## config.mk

```make
export PLATFORM = sky130hd
export DESIGN_NAME = boyer_moore_string_search
export DESIGN_NICKNAME = d
export VERILOG_FILES = /design/src/hw/rtl/bmss_pkg.sv /design/src/hw/rtl/bmss_store.sv /design/src/hw/rtl/bmss_occ_table.sv /design/src/hw/rtl/boyer_moore_string_search.sv
export SDC_FILE = /design/constraint.sdc
export NUM_CORES = 2
export LEC_CHECK = 0
export BUFFER_PORTS_ARGS = -buffer_cell sky130_fd_sc_hd__buf_4
export CORE_MARGIN = 5
export CORE_UTILIZATION = 57
export DETAILED_ROUTE_END_ITERATION = 10
export GPL_ROUTABILITY_DRIVEN = 0
export PLACE_DENSITY = 0.71
export SLEW_MARGIN = 20
export SYNTH_ARGS = -nofsm -noshare
export SYNTH_HDL_FRONTEND = slang
export SYNTH_SLANG_ARGS = --single-unit
```

## constraint.sdc

```tcl
create_clock -name clk -period 5.7 [get_ports clk]
set_input_delay 0.855 -clock clk [delete_from_list [all_inputs] [get_ports clk]]
set_output_delay 0.855 -clock clk [all_outputs]
set_load 0.02 [all_outputs]
```

## src/hw/rtl/bmss_pkg.sv

```systemverilog
// Shared types and constants for the Boyer-Moore bad-character search block.
// No dependencies; used by every module in hw/rtl.
package bmss_pkg;

	localparam int PATTERN_MAX_DEF = 16;
	localparam int TEXT_MAX_DEF    = 64;
	localparam int BYTE_W          = 8;
	localparam int POS_W           = 6;
	localparam int ALPHABET        = 256;
	localparam int ALPHA_W         = 8;
	// table entry holds a pattern index, at most 63
	localparam int OCC_W           = 6;
	// search offset and shift arithmetic; offset + shift stays below 256
	localparam int SEARCH_W        = 8;

	typedef struct packed {
		logic              kind;
		logic [BYTE_W-1:0] data_byte;
		logic              end_of_text;
	} item_t;

	typedef struct packed {
		logic             match_found;
		logic [POS_W-1:0] position;
		logic             final_item;
	} result_t;

	localparam logic KIND_PATTERN = 1'b0;
	localparam logic KIND_TEXT    = 1'b1;

	typedef enum logic [3:0] {
		ST_IDLE,
		ST_START,
		ST_BUILD_RD,
		ST_BUILD_WR,
		ST_CMP_RD,
		ST_CMP,
		ST_MATCH,
		ST_OCC_RD,
		ST_SHIFT,
		ST_DONE
	} state_t;

	typedef struct packed {
		logic               clear;
		logic               wr_en;
		logic [ALPHA_W-1:0] wr_addr;
		logic [OCC_W-1:0]   wr_data;
		logic [ALPHA_W-1:0] rd_addr;
	} occ_ctl_t;

	typedef struct packed {
		logic             hit;
		logic [OCC_W-1:0] idx;
	} occ_rd_t;

endpackage

```

## src/hw/rtl/bmss_store.sv

```systemverilog
// Byte store: one write port, one read port with registered read data.
// Depends on bmss_pkg for the byte width.
module bmss_store #(
	parameter int DEPTH = bmss_pkg::PATTERN_MAX_DEF,
	parameter int AW    = 4
) (
	input  logic                        clk,
	input  logic                        wr_en,
	input  logic [AW-1:0]               wr_addr,
	input  logic [bmss_pkg::BYTE_W-1:0] wr_data,
	input  logic [AW-1:0]               rd_addr,
	output logic [bmss_pkg::BYTE_W-1:0] rd_data
);

	logic [bmss_pkg::BYTE_W-1:0] mem [DEPTH];

	always_ff @(posedge clk) begin
		if (wr_en) begin
			mem[wr_addr] <= wr_data;
		end
	end

	always_ff @(posedge clk) begin
		rd_data <= mem[rd_addr];
	end

endmodule

```

## src/hw/rtl/bmss_occ_table.sv

```systemverilog
// Last-occurrence table: 256 entries of pattern index, one valid bit per entry.
// A missing entry reads as no occurrence. Depends on bmss_pkg.
module bmss_occ_table (
	input  logic               clk,
	input  logic               arst_n,
	input  bmss_pkg::occ_ctl_t ctl,
	output bmss_pkg::occ_rd_t  rd
);

	logic [bmss_pkg::OCC_W-1:0]    mem [bmss_pkg::ALPHABET];
	logic [bmss_pkg::ALPHABET-1:0] valid_q;

	always_ff @(posedge clk or negedge arst_n) begin
		if (!arst_n) begin
			valid_q <= '0;
		end else if (ctl.clear) begin
			valid_q <= '0;
		end else if (ctl.wr_en) begin
			valid_q[ctl.wr_addr] <= 1'b1;
		end
	end

	always_ff @(posedge clk) begin
		if (ctl.wr_en) begin
			mem[ctl.wr_addr] <= ctl.wr_data;
		end
	end

	always_ff @(posedge clk) begin
		rd.hit <= valid_q[ctl.rd_addr];
		rd.idx <= mem[ctl.rd_addr];
	end

endmodule

```

## src/hw/rtl/boyer_moore_string_search.sv

```systemverilog
// Top level of the Boyer-Moore bad-character search: sequencer, shift unit,
// output register. Depends on bmss_pkg, bmss_store and bmss_occ_table.
//
// Usage:
//   item channel: each word appends one byte. kind 0 appends to the pattern,
//   kind 1 to the text. Bytes past PATTERN_MAX / TEXT_MAX are dropped. A text
//   word with end_of_text set starts the search; item_ready stays low until the
//   last result of the search is in the output register.
//   result channel: one word per match start, ascending, final_item set on the
//   last one. No match, empty pattern or pattern longer than text gives one
//   word with match_found 0, position 0, final_item 1.
// Sequence:
//   loading takes one word per cycle while item_ready is high. A search
//   runs ST_START, ST_BUILD_RD and ST_BUILD_WR per pattern byte for the table,
//   then per alignment ST_CMP_RD and ST_CMP per compared byte, then ST_SHIFT
//   after a mismatch, or ST_MATCH, ST_OCC_RD, ST_SHIFT after a match (ST_MATCH
//   alone when it ends at the end of the text). The single compare/shift unit
//   and one read port per store set this order. ST_DONE loads the last result.
//   Results go through a one-word output register; a stalled receiver only
//   holds up the sequencer when a second result is ready to go.
// Reset: lengths clear, table entries read as no occurrence, no result
//   pending. Store contents are not cleared. Both lengths clear after each
//   search.
module boyer_moore_string_search #(
	parameter int PATTERN_MAX = bmss_pkg::PATTERN_MAX_DEF,
	parameter int TEXT_MAX    = bmss_pkg::TEXT_MAX_DEF
) (
	input  logic              clk,
	input  logic              arst_n,
	input  logic              item_valid,
	output logic              item_ready,
	input  bmss_pkg::item_t   item,
	output logic              result_valid,
	input  logic              result_ready,
	output bmss_pkg::result_t result
);

	localparam int PAW = (PATTERN_MAX > 1) ? $clog2(PATTERN_MAX) : 1;
	localparam int TAW = $clog2(TEXT_MAX);
	localparam int PLW = $clog2(PATTERN_MAX + 1);
	localparam int TLW = $clog2(TEXT_MAX + 1);
	localparam int SW  = bmss_pkg::SEARCH_W;

	bmss_pkg::state_t state_q, state_d;

	logic [PLW-1:0] plen_q, plen_d;  // pattern length
	logic [TLW-1:0] tlen_q, tlen_d;  // text length
	logic [PLW-1:0] i_q, i_d;        // table build index
	logic [PAW-1:0] j_q, j_d;        // compare index, walks right to left
	logic [SW-1:0]  s_q, s_d;        // alignment offset in the text
	logic [SW-1:0]  base_q, base_d;  // j on a mismatch, m after a match
	logic           pend_valid_q, pend_valid_d;
	logic [bmss_pkg::POS_W-1:0] pend_pos_q, pend_pos_d;

	logic              res_valid_q;
	bmss_pkg::result_t res_q;
	logic              out_load;
	bmss_pkg::result_t out_word;
	logic              slot_free;

	logic                        accept;
	logic                        pat_we, txt_we;
	logic [PAW-1:0]              pat_raddr;
	logic [TAW-1:0]              txt_raddr;
	logic [bmss_pkg::BYTE_W-1:0] pat_rdata, txt_rdata;

	bmss_pkg::occ_ctl_t occ_ctl;
	bmss_pkg::occ_rd_t  occ_rd;

	logic [SW-1:0]   m_ext, n_ext, lim, s_plus_j, s_plus_m, s_step, s_inc;
	logic signed [SW:0] last9, diff9;

	// ------------------------------------------------------------------
	// Stores
	// ------------------------------------------------------------------
	bmss_store #(.DEPTH(PATTERN_MAX), .AW(PAW)) u_pat (
		.clk    (clk),
		.wr_en  (pat_we),
		.wr_addr(plen_q[PAW-1:0]),
		.wr_data(item.data_byte),
		.rd_addr(pat_raddr),
		.rd_data(pat_rdata)
	);

	bmss_store #(.DEPTH(TEXT_MAX), .AW(TAW)) u_txt (
		.clk    (clk),
		.wr_en  (txt_we),
		.wr_addr(tlen_q[TAW-1:0]),
		.wr_data(item.data_byte),
		.rd_addr(txt_raddr),
		.rd_data(txt_rdata)
	);

	bmss_occ_table u_occ (
		.clk   (clk),
		.arst_n(arst_n),
		.ctl   (occ_ctl),
		.rd    (occ_rd)
	);

	// ------------------------------------------------------------------
	// Shared arithmetic
	// ------------------------------------------------------------------
	assign m_ext    = SW'(plen_q);
	assign n_ext    = SW'(tlen_q);
	assign lim      = n_ext - m_ext;            // last legal alignment
	assign s_plus_j = s_q + SW'(j_q);
	assign s_plus_m = s_q + m_ext;
	assign s_inc    = s_q + SW'(1);

	// bad-character shift: base - last, at least 1; absent byte counts as -1
	assign last9 = occ_rd.hit ? $signed({1'b0, SW'(occ_rd.idx)}) : '1;
	assign diff9 = $signed({1'b0, base_q}) - last9;
	assign s_step = s_q + ((diff9 > $signed((SW+1)'(1))) ? diff9[SW-1:0] : SW'(1));

	assign slot_free  = !res_valid_q || result_ready;
	assign item_ready = (state_q == bmss_pkg::ST_IDLE);
	assign accept     = item_valid && item_ready;
	assign pat_we     = accept && (item.kind == bmss_pkg::KIND_PATTERN) &&
	                    (plen_q < PLW'(PATTERN_MAX));
	assign txt_we     = accept && (item.kind == bmss_pkg::KIND_TEXT) &&
	                    (tlen_q < TLW'(TEXT_MAX));

	assign pat_raddr = (state_q == bmss_pkg::ST_BUILD_RD) ? i_q[PAW-1:0] : j_q;
	assign txt_raddr = (state_q == bmss_pkg::ST_MATCH) ? s_plus_m[TAW-1:0]
	                                                   : s_plus_j[TAW-1:0];

	// ------------------------------------------------------------------
	// Sequencer
	// ------------------------------------------------------------------
	always_ff @(posedge clk or negedge arst_n) begin
		if (!arst_n) begin
			state_q      <= bmss_pkg::ST_IDLE;
			plen_q       <= '0;
			tlen_q       <= '0;
			i_q          <= '0;
			j_q          <= '0;
			s_q          <= '0;
			base_q       <= '0;
			pend_valid_q <= 1'b0;
			pend_pos_q   <= '0;
		end else begin
			state_q      <= state_d;
			plen_q       <= plen_d;
			tlen_q       <= tlen_d;
			i_q          <= i_d;
			j_q          <= j_d;
			s_q          <= s_d;
			base_q       <= base_d;
			pend_valid_q <= pend_valid_d;
			pend_pos_q   <= pend_pos_d;
		end
	end

	always_comb begin
		state_d      = state_q;
		plen_d       = plen_q;
		tlen_d       = tlen_q;
		i_d          = i_q;
		j_d          = j_q;
		s_d          = s_q;
		base_d       = base_q;
		pend_valid_d = pend_valid_q;
		pend_pos_d   = pend_pos_q;
		out_load     = 1'b0;
		out_word     = '0;
		occ_ctl      = '0;
		occ_ctl.rd_addr = txt_rdata;
		occ_ctl.wr_addr = pat_rdata;
		occ_ctl.wr_data = bmss_pkg::OCC_W'(i_q);

		case (state_q)
			bmss_pkg::ST_IDLE: begin
				if (pat_we) begin
					plen_d = plen_q + PLW'(1);
				end
				if (txt_we) begin
					tlen_d = tlen_q + TLW'(1);
				end
				if (accept && item.kind == bmss_pkg::KIND_TEXT && item.end_of_text) begin
					state_d = bmss_pkg::ST_START;
				end
			end
			bmss_pkg::ST_START: begin
				occ_ctl.clear = 1'b1;
				pend_valid_d  = 1'b0;
				i_d           = '0;
				s_d           = '0;
				if (plen_q == '0 || m_ext > n_ext) begin
					state_d = bmss_pkg::ST_DONE;
				end else begin
					state_d = bmss_pkg::ST_BUILD_RD;
				end
			end
			bmss_pkg::ST_BUILD_RD: begin
				state_d = bmss_pkg::ST_BUILD_WR;
			end
			bmss_pkg::ST_BUILD_WR: begin
				occ_ctl.wr_en = 1'b1;
				i_d = i_q + PLW'(1);
				if (i_d == plen_q) begin
					j_d     = PAW'(plen_q - PLW'(1));
					state_d = bmss_pkg::ST_CMP_RD;
				end else begin
					state_d = bmss_pkg::ST_BUILD_RD;
				end
			end
			bmss_pkg::ST_CMP_RD: begin
				state_d = bmss_pkg::ST_CMP;
			end
			bmss_pkg::ST_CMP: begin
				if (pat_rdata == txt_rdata) begin
					if (j_q == '0) begin
						state_d = bmss_pkg::ST_MATCH;
					end else begin
						j_d     = j_q - PAW'(1);
						state_d = bmss_pkg::ST_CMP_RD;
					end
				end else begin
					// table read at the mismatched text byte is in flight
					base_d  = SW'(j_q);
					state_d = bmss_pkg::ST_SHIFT;
				end
			end
			bmss_pkg::ST_MATCH: begin
				// earlier match goes out now, this one waits to learn if it is last
				if (!pend_valid_q || slot_free) begin
					if (pend_valid_q) begin
						out_load             = 1'b1;
						out_word.match_found = 1'b1;
						out_word.position    = pend_pos_q;
						out_word.final_item  = 1'b0;
					end
					pend_valid_d = 1'b1;
					pend_pos_d   = s_q[bmss_pkg::POS_W-1:0];
					if (s_plus_m < n_ext) begin
						state_d = bmss_pkg::ST_OCC_RD;
					end else begin
						s_d = s_inc;
						if (s_inc > lim) begin
							state_d = bmss_pkg::ST_DONE;
						end else begin
							j_d     = PAW'(plen_q - PLW'(1));
							state_d = bmss_pkg::ST_CMP_RD;
						end
					end
				end
			end
			bmss_pkg::ST_OCC_RD: begin
				base_d  = m_ext;
				state_d = bmss_pkg::ST_SHIFT;
			end
			bmss_pkg::ST_SHIFT: begin
				s_d = s_step;
				if (s_step > lim) begin
					state_d = bmss_pkg::ST_DONE;
				end else begin
					j_d     = PAW'(plen_q - PLW'(1));
					state_d = bmss_pkg::ST_CMP_RD;
				end
			end
			bmss_pkg::ST_DONE: begin
				if (slot_free) begin
					out_load             = 1'b1;
					out_word.match_found = pend_valid_q;
					out_word.position    = pend_valid_q ? pend_pos_q : '0;
					out_word.final_item  = 1'b1;
					pend_valid_d         = 1'b0;
					plen_d               = '0;
					tlen_d               = '0;
					state_d              = bmss_pkg::ST_IDLE;
				end
			end
			default: begin
				state_d = bmss_pkg::ST_IDLE;
			end
		endcase
	end

	// ------------------------------------------------------------------
	// Output register
	// ------------------------------------------------------------------
	always_ff @(posedge clk or negedge arst_n) begin
		if (!arst_n) begin
			res_valid_q <= 1'b0;
		end else if (out_load) begin
			res_valid_q <= 1'b1;
		end else if (result_ready) begin
			res_valid_q <= 1'b0;
		end
	end

	always_ff @(posedge clk) begin
		if (out_load) begin
			res_q <= out_word;
		end
	end

	assign result_valid = res_valid_q;
	assign result       = res_q;

	// ------------------------------------------------------------------
	// Assertions
	// ------------------------------------------------------------------
	a_cmp_in_text: assert property (@(posedge clk) disable iff (!arst_n)
		(state_q == bmss_pkg::ST_CMP_RD) |-> (s_plus_j < n_ext))
		else $error("compare address beyond stored text");

	a_notfound_final: assert property (@(posedge clk) disable iff (!arst_n)
		(result_valid && !result.match_found) |-> result.final_item)
		else $error("not-found word without final_item");

	a_shift_advances: assert property (@(posedge clk) disable iff (!arst_n)
		(state_q == bmss_pkg::ST_SHIFT) |=> (s_q > $past(s_q)))
		else $error("search offset did not advance");

	a_lengths_cleared: assert property (@(posedge clk) disable iff (!arst_n)
		(state_q == bmss_pkg::ST_DONE && slot_free) |=> (plen_q == '0 && tlen_q == '0))
		else $error("lengths not cleared after search");

endmodule

```

Word-level counts from Yosys, hierarchy flattened
Memories as Yosys holds them, arrays and structs flattened. A register that Yosys moved wholly into a read port is not among the register bits.
Index checks and enable logic that the tools add are counted.
Word-level totals
  register bits: 320
  memories: 3
  word-level logic and storage cells: 159
  bits in writable memories: 1920
Memories
  u_occ.mem: words 256, bits a word 5, rd ports 1, clocked after memory_dff 1, write ports 1, line bmss_occ_table.sv:10  | logic [bmss_pkg::OCC_W-1:0] mem [bmss_pkg::ALPHABET];
  u_txt.mem: words 64, bits a word 8, rd ports 1, clocked after memory_dff 1, write ports 1, line bmss_store.sv:15  | logic [bmss_pkg::BYTE_W-1:0] mem [DEPTH];
  u_pat.mem: words 16, bits a word 8, rd ports 1, clocked after memory_dff 1, write ports 1, line bmss_store.sv:15
Operators by class
  muxes and demuxes: 63
  order comparisons: 10
  bitwise gates (word level): 2
  reduce and logical (&&, ||, !) cells: 31
  add/subtract/negate cells: 11
  equal/unequal tests: 23
Operators by type and width (number)
  256-bit two-way mux: 2
  256-bit OR: 1
  4-bit two-way mux: 16
  8-bit two-way mux: 7
  4-bit case mux with 10 select lines: 1
  8-bit case mux with 2 select lines: 2
  8-bit case mux with 3 select lines: 1
  5-bit case mux with 2 select lines: 2
  8-bit by 9-bit < comparator with 1-bit output, second input constant: 2
  1-bit two-way mux: 17
  4-bit by 3-bit equality test with 1-bit output, second input constant: 4
  8-bit > comparator: 2
  2-bit inequality test, second input constant: 8
  4-bit case mux with 4 select lines: 1
  3-bit AND reduction: 5
  7-bit two-way mux: 2
  7-bit case mux with 2 select lines: 1
  6-bit two-way mux: 2
  5-bit by 1-bit adder with 5-bit output, second input constant: 2
  5-bit two-way mux: 2
  2-bit nonzero test: 5
  9-bit by 2-bit > comparator with 1-bit output, second input constant: 1
  9-bit two-way mux: 1
  9-bit subtractor: 1
  34 further kinds: 52

Logic depth before layout (Yosys ltp)
  depth in word-level cells: 8
  gate-level depth with buffers: 28

Cells and area by module
Synthesis repeated with hierarchy kept, for this count alone.
Second synthesis, totals
  cell total of the unflattened synthesis: 5657
  area, all modules: 101193.3 µm²
Modules (own cells, without submodules)
  bmss_occ_table: times used 1, sequential area each 52670.5 µm², cells each 3888, area each 70814.2 µm²
  bmss_store at u_txt: times used 1, sequential area each 15534.9 µm², cells each 940, area each 20166.8 µm²
  bmss_store at u_pat: times used 1, sequential area each 4003.8 µm², cells each 229, area each 5147.4 µm²
  boyer_moore_string_search: times used 1, sequential area each 1391.3 µm², cells each 600, area each 5064.9 µm²

Least setup slack after synthesis
Ideal clock, no wire load.
  path type: reg-to-reg
  start point: register i_q[0]
  end point: register j_q[0]
  arrival: 5730 ps
  setup slack: -155 ps
  stages on the path, launching flop included: 8
  setup time: 125 ps
  clock period less this slack: 5855 ps
  cells stage by stage: dfrtp_1 > ha_1 > nand3_1 > or3_1 > a2111oi_0 > nand2b_1 > o2111a_1 > mux2_2
On the way
  longest elaborated chain between the ends: 4
Ends and longest elaborated chain
  start: declaration: line boyer_moore_string_search.sv:48  | logic [PLW-1:0] i_q, i_d;
  start signal: assignment: line boyer_moore_string_search.sv:146  | i_q <= i_d;
  5-bit by 1-bit adder with 5-bit output: line boyer_moore_string_search.sv:200  | i_d = i_q + PLW'(1);
  5-bit equality test: line boyer_moore_string_search.sv:201  | if (i_d == plen_q) begin
  2-bit inequality test (no source line)
  8-bit AND reduction (no source line)
  end signal: assignment: line boyer_moore_string_search.sv:147  | j_q <= j_d;
  end: declaration: line boyer_moore_string_search.sv:49  | logic [PAW-1:0] j_q, j_d;
Every way passes these cells.
A chain may end at the register's enable or synchronous reset.

Final worst setup path
  start point: register u_occ.rd[6] (netlist bit)
  end point: register j_q[0]
On the way
  longest elaborated chain between the ends: 8
Ends and longest elaborated chain
  start: declaration: line bmss_occ_table.sv:7  | output bmss_pkg::occ_rd_t rd
  9-bit two-way mux *: line boyer_moore_string_search.sv:112  | assign last9 = occ_rd.hit ? $signed({1'b0, SW'(occ_rd.idx)}) : '1;
  9-bit subtractor *: line boyer_moore_string_search.sv:113  | assign diff9 = $signed({1'b0, base_q}) - last9;
  9-bit by 2-bit > comparator with 1-bit output: line boyer_moore_string_search.sv:114  | assign s_step = s_q + ((diff9 > $signed((SW+1)'(1))) ? diff9[SW-1:0] : SW'(1));
  8-bit two-way mux *: line boyer_moore_string_search.sv:114
  8-bit adder *: line boyer_moore_string_search.sv:114
  8-bit > comparator *: line boyer_moore_string_search.sv:255  | if (s_step > lim) begin
  2-bit inequality test (no source line) *
  8-bit AND reduction (no source line) *
Mark *: on every way between the ends. The rest lies on a longest branch, timed or not.

==> results.sh <==
export IMPL_start_util_pct=57.3
export IMPL_start_kind="register"
export IMPL_routedWlPerCell_um=28.5
export IMPL_drtAntennaViolNets=0
export IMPL_fin_crit_ns=5.33
export IMPL_drtIter0Drc=6587
export IMPL_cts_sinks=2252
export IMPL_synth_top_family_by_area="multiplexers"
export IMPL_grt_pass1_vias=48600
export IMPL_slew_limit_headroom_pct=23.5
export IMPL_grt_pass1_wl_mm=323
export IMPL_antenna_found_initial=6
export IMPL_hold_viol_final=0
export IMPL_htreeDepth=4
export IMPL_synth_top_area_share_pct=63.8
export IMPL_setup_worst_path_class="register to register"
export IMPL_crit_path_end_kind="register"
export IMPL_power_w=0.0488
export IMPL_portBuffers=23
export IMPL_peakVddDrop_v=0.000668
export IMPL_synth_xor_area_share_pct=0.473
export IMPL_power_leakage_nw=35.0
export IMPL_drv_slew=0
export IMPL_synthFlopType="edfxtp_1"
export IMPL_skew_ns=0.0695
export IMPL_clk_path_buf_depth=3
export IMPL_netlist_top_cells_count="1928 x edfxtp_1, 752 x nor2_1, 516 x mux4_2"
export IMPL_critical_path_required_ns=6.43
export IMPL_synth_nets=5317
export IMPL_drc_errors=0
export IMPL_finalNetCount=5365
export IMPL_synthCells=5242
export IMPL_clkLatencyLatePin_ns=0.86
export IMPL_setup_viol=0
export IMPL_worstPathArrival_ns=6.05
export IMPL_worstPathMaxFanout=7
export IMPL_cap_violations=0
export IMPL_die_h_um=409
export IMPL_drive_gt1_share_pct=18.6
export IMPL_fin_crit_sh_pct=93.4
export IMPL_cts_clk_slew_worst_paths_ns=0.06
export IMPL_rows=146
export IMPL_ios=24
export IMPL_grt_usage_pct=26.0
export IMPL_avgSynthCellArea_sq_um=17.3
export IMPL_dp_worst_setup_slack_ns=0.0777
export IMPL_cts_inserted_buffers=214
export IMPL_dr_total_vias=48800
export IMPL_ys_ff_latch=2252
export IMPL_fmax_ghz=0.188
export IMPL_cts_tree="built"
export IMPL_power_density_nw_per_um2=485
export IMPL_dieArea_sq_um=167000
export IMPL_synth_fa_ha_area_share_pct=0.883
export IMPL_die_w_um=409
export IMPL_whs_ns=0.0180
export IMPL_synth_async_sr_flop_share_pct=13.4
export IMPL_fin_tns_setup_ns=0
export IMPL_vias_per_cell=6.46
export IMPL_gr_total_overflow=0
export IMPL_synth_area_leaders="edfxtp_1 64%, mux4_2 13%, dfrtp_1 8.3%"
export IMPL_worstMarginPinSlew_ns=1.15
export IMPL_grt_max_degree=257
export IMPL_yosys_area_share_simple_pct=6.83
export IMPL_synth_edf_count=1928
export IMPL_yosysSeqAreaShare_pct=72.7
export IMPL_firstDrtPassIters=6
export IMPL_yosysWarningCount=0
export IMPL_ys_types=77
export IMPL_synthMuxAreaShare_pct=13.9
export IMPL_synth_compound_area_share_pct=3.62
export IMPL_drt_wl_total_mm=215
export IMPL_cts_root_buf="clkbuf_16"
export IMPL_coreArea_sq_um=158000
export IMPL_synth_most_common_cell="edfxtp_1"
export IMPL_netlist_area_sq_um=90700
export IMPL_finalWorstSetupSlack_ns=0.374
export IMPL_cts_hold_buf=0
export IMPL_dp_hpwl_mm=129
export IMPL_area_growth_pct=10.9
export IMPL_yosysTopAreaCell="edfxtp_1"
export IMPL_hold_class="input port to asynchronous set/reset pin"
export IMPL_outcome="completed"
metal layers:
layer | wire, um | GRT usage, %
met5 | 27 | 0
met4 | 5820 | 7.17
met3 | 20800 | 5.37
met2 | 104000 | 40.7
met1 | 85200 | 37.8
final timing paths:
check,from,to,slack (ns),cells past startpoint
setup / recovery,u_occ.rd[6],j_q[0],0.37,26
hold / removal,arst_n,tlen_q[6],0.02,1
setup reg to reg,u_occ.rd[6],j_q[0],0.37,26
hold reg to reg,u_occ.valid_q[23],u_occ.valid_q[23],0.49,1
max in group asynchronous,arst_n,u_occ.valid_q[164],4.19,2
min in group clk,item[7],u_pat.mem[5][6],0.38,1
worst max-delay path: stages (launching register included):
cell and delay (ns):
dfxtp_2 0.40, nand2b_1 0.08, ha_1 0.21, fa_1 0.45, nor2b_1 0.12, o21ai_0 0.10
a21boi_1 0.22, nor4b_4 0.25, o21bai_1 0.18, o21ai_0 0.15, ha_1 0.22, inv_1 0.08
fa_1 0.20, nor2b_1 0.05, o21ai_0 0.15, nand2b_1 0.12, a21o_1 0.19, a21o_1 0.19
xor2_2 0.16, ha_1 0.29, o21a_1 0.19, o2bb2ai_1 0.15, a41o_1 0.18, nor2_2 0.07
nor3_2 0.15, o2111a_2 0.30, mux2_2 0.34
registers in the layout (all words and copies together) (netlist names):
register / cells
base_q: 5
i_q: 5
j_q: 4
pend_pos_q: 6
pend_valid_q: 1
plen_q: 5
result: 8
result_valid: 1
s_q: 8
state_q: 4
tlen_q: 7
u_occ.mem: 1280
u_occ.rd: 6
u_occ.valid_q: 256
u_pat.mem: 128
u_pat.rd_data: 8
u_txt.mem: 512
u_txt.rd_data: 8
repair_timing:
| item | in CTS | in global routing |
|---|---|---|
| setup buffers | 0 | 2 |
| gates resized for setup | 0 | 10 |
| endpoints found under the setup margin | 0 | 7 |
cell families (layout without fill, tap and decap cells):
family	after synthesis	in the layout
and+or+nand+nor	1485	1485
AOI/OAI and AO/OA	455	455
buffers and inverters	328	566
muxes	611	611
other	1	2
DFF	2252	2252
adders and majority gates	61	61
xor gates and xnor gates	49	49
layout make-up:
cell class	count	area [sq um]
sequential	2252	65900
fill	10700	57800
multi-input combinational	2662	23500
clock buffer	288	5840
tap	2072	2590
clock inverter	118	1380
timing repair buffer	127	1210
inverter	33	124
antenna	1	2.50
power by group:
| group | switching [W] | leakage (nW) | internal, W |
|---|---|---|---|
| Combinational | 0.00975 | 8.63 | 0.00566 |
| Clock | 0.00618 | 3.48 | 0.00820 |
| Sequential | 0.000727 | 22.9 | 0.0183 |
stage by stage:
step                utilization (%)  area (sq um)  instances
floorplan                         -         90700       5242
global placement               58.9         93200       7142
detailed placement             58.9         93200       7142
CTS                            63.4        100000       7548
global route                   63.5        101000       7552
finish                         63.5        101000       7553
cells in the final DEF, fill, tap and decap left out, types with 10 or more instances in the layout:
cell | synthesis | layout
a32oi_1 | 28 | 28
mux4_2 | 516 | 516
nand4_1 | 27 | 27
a311oi_1 | 19 | 19
clkinv_2 | 0 | 27
dfxtp_1 | 22 | 16
o21ai_0 | 48 | 48
and2_1 | 39 | 39
clkbuf_1 | 158 | 54
dfrtp_1 | 302 | 297
a221oi_1 | 24 | 24
clkinvlp_4 | 0 | 10
bufinv_16 | 0 | 21
mux2i_1 | 79 | 74
clkbuf_8 | 0 | 19
a21oi_1 | 56 | 56
nor3_1 | 17 | 14
buf_12 | 0 | 16
a22oi_1 | 36 | 36
clkinv_1 | 3 | 43
edfxtp_1 | 1928 | 1928
inv_1 | 30 | 30
xnor2_1 | 35 | 34
ha_1 | 56 | 56
nand2b_1 | 12 | 12
nand2_1 | 416 | 415
nor2_1 | 752 | 747
a22o_1 | 12 | 12
a21o_1 | 16 | 16
clkbuf_16 | 0 | 215
o21a_1 | 80 | 80
xor2_1 | 14 | 13
mux2_2 | 12 | 12
nand3_1 | 150 | 146
a31oi_1 | 30 | 30
buf_4 | 23 | 106
nor2b_1 | 31 | 29
a211oi_1 | 53 | 53
Power figures use the tool's default switching activity.
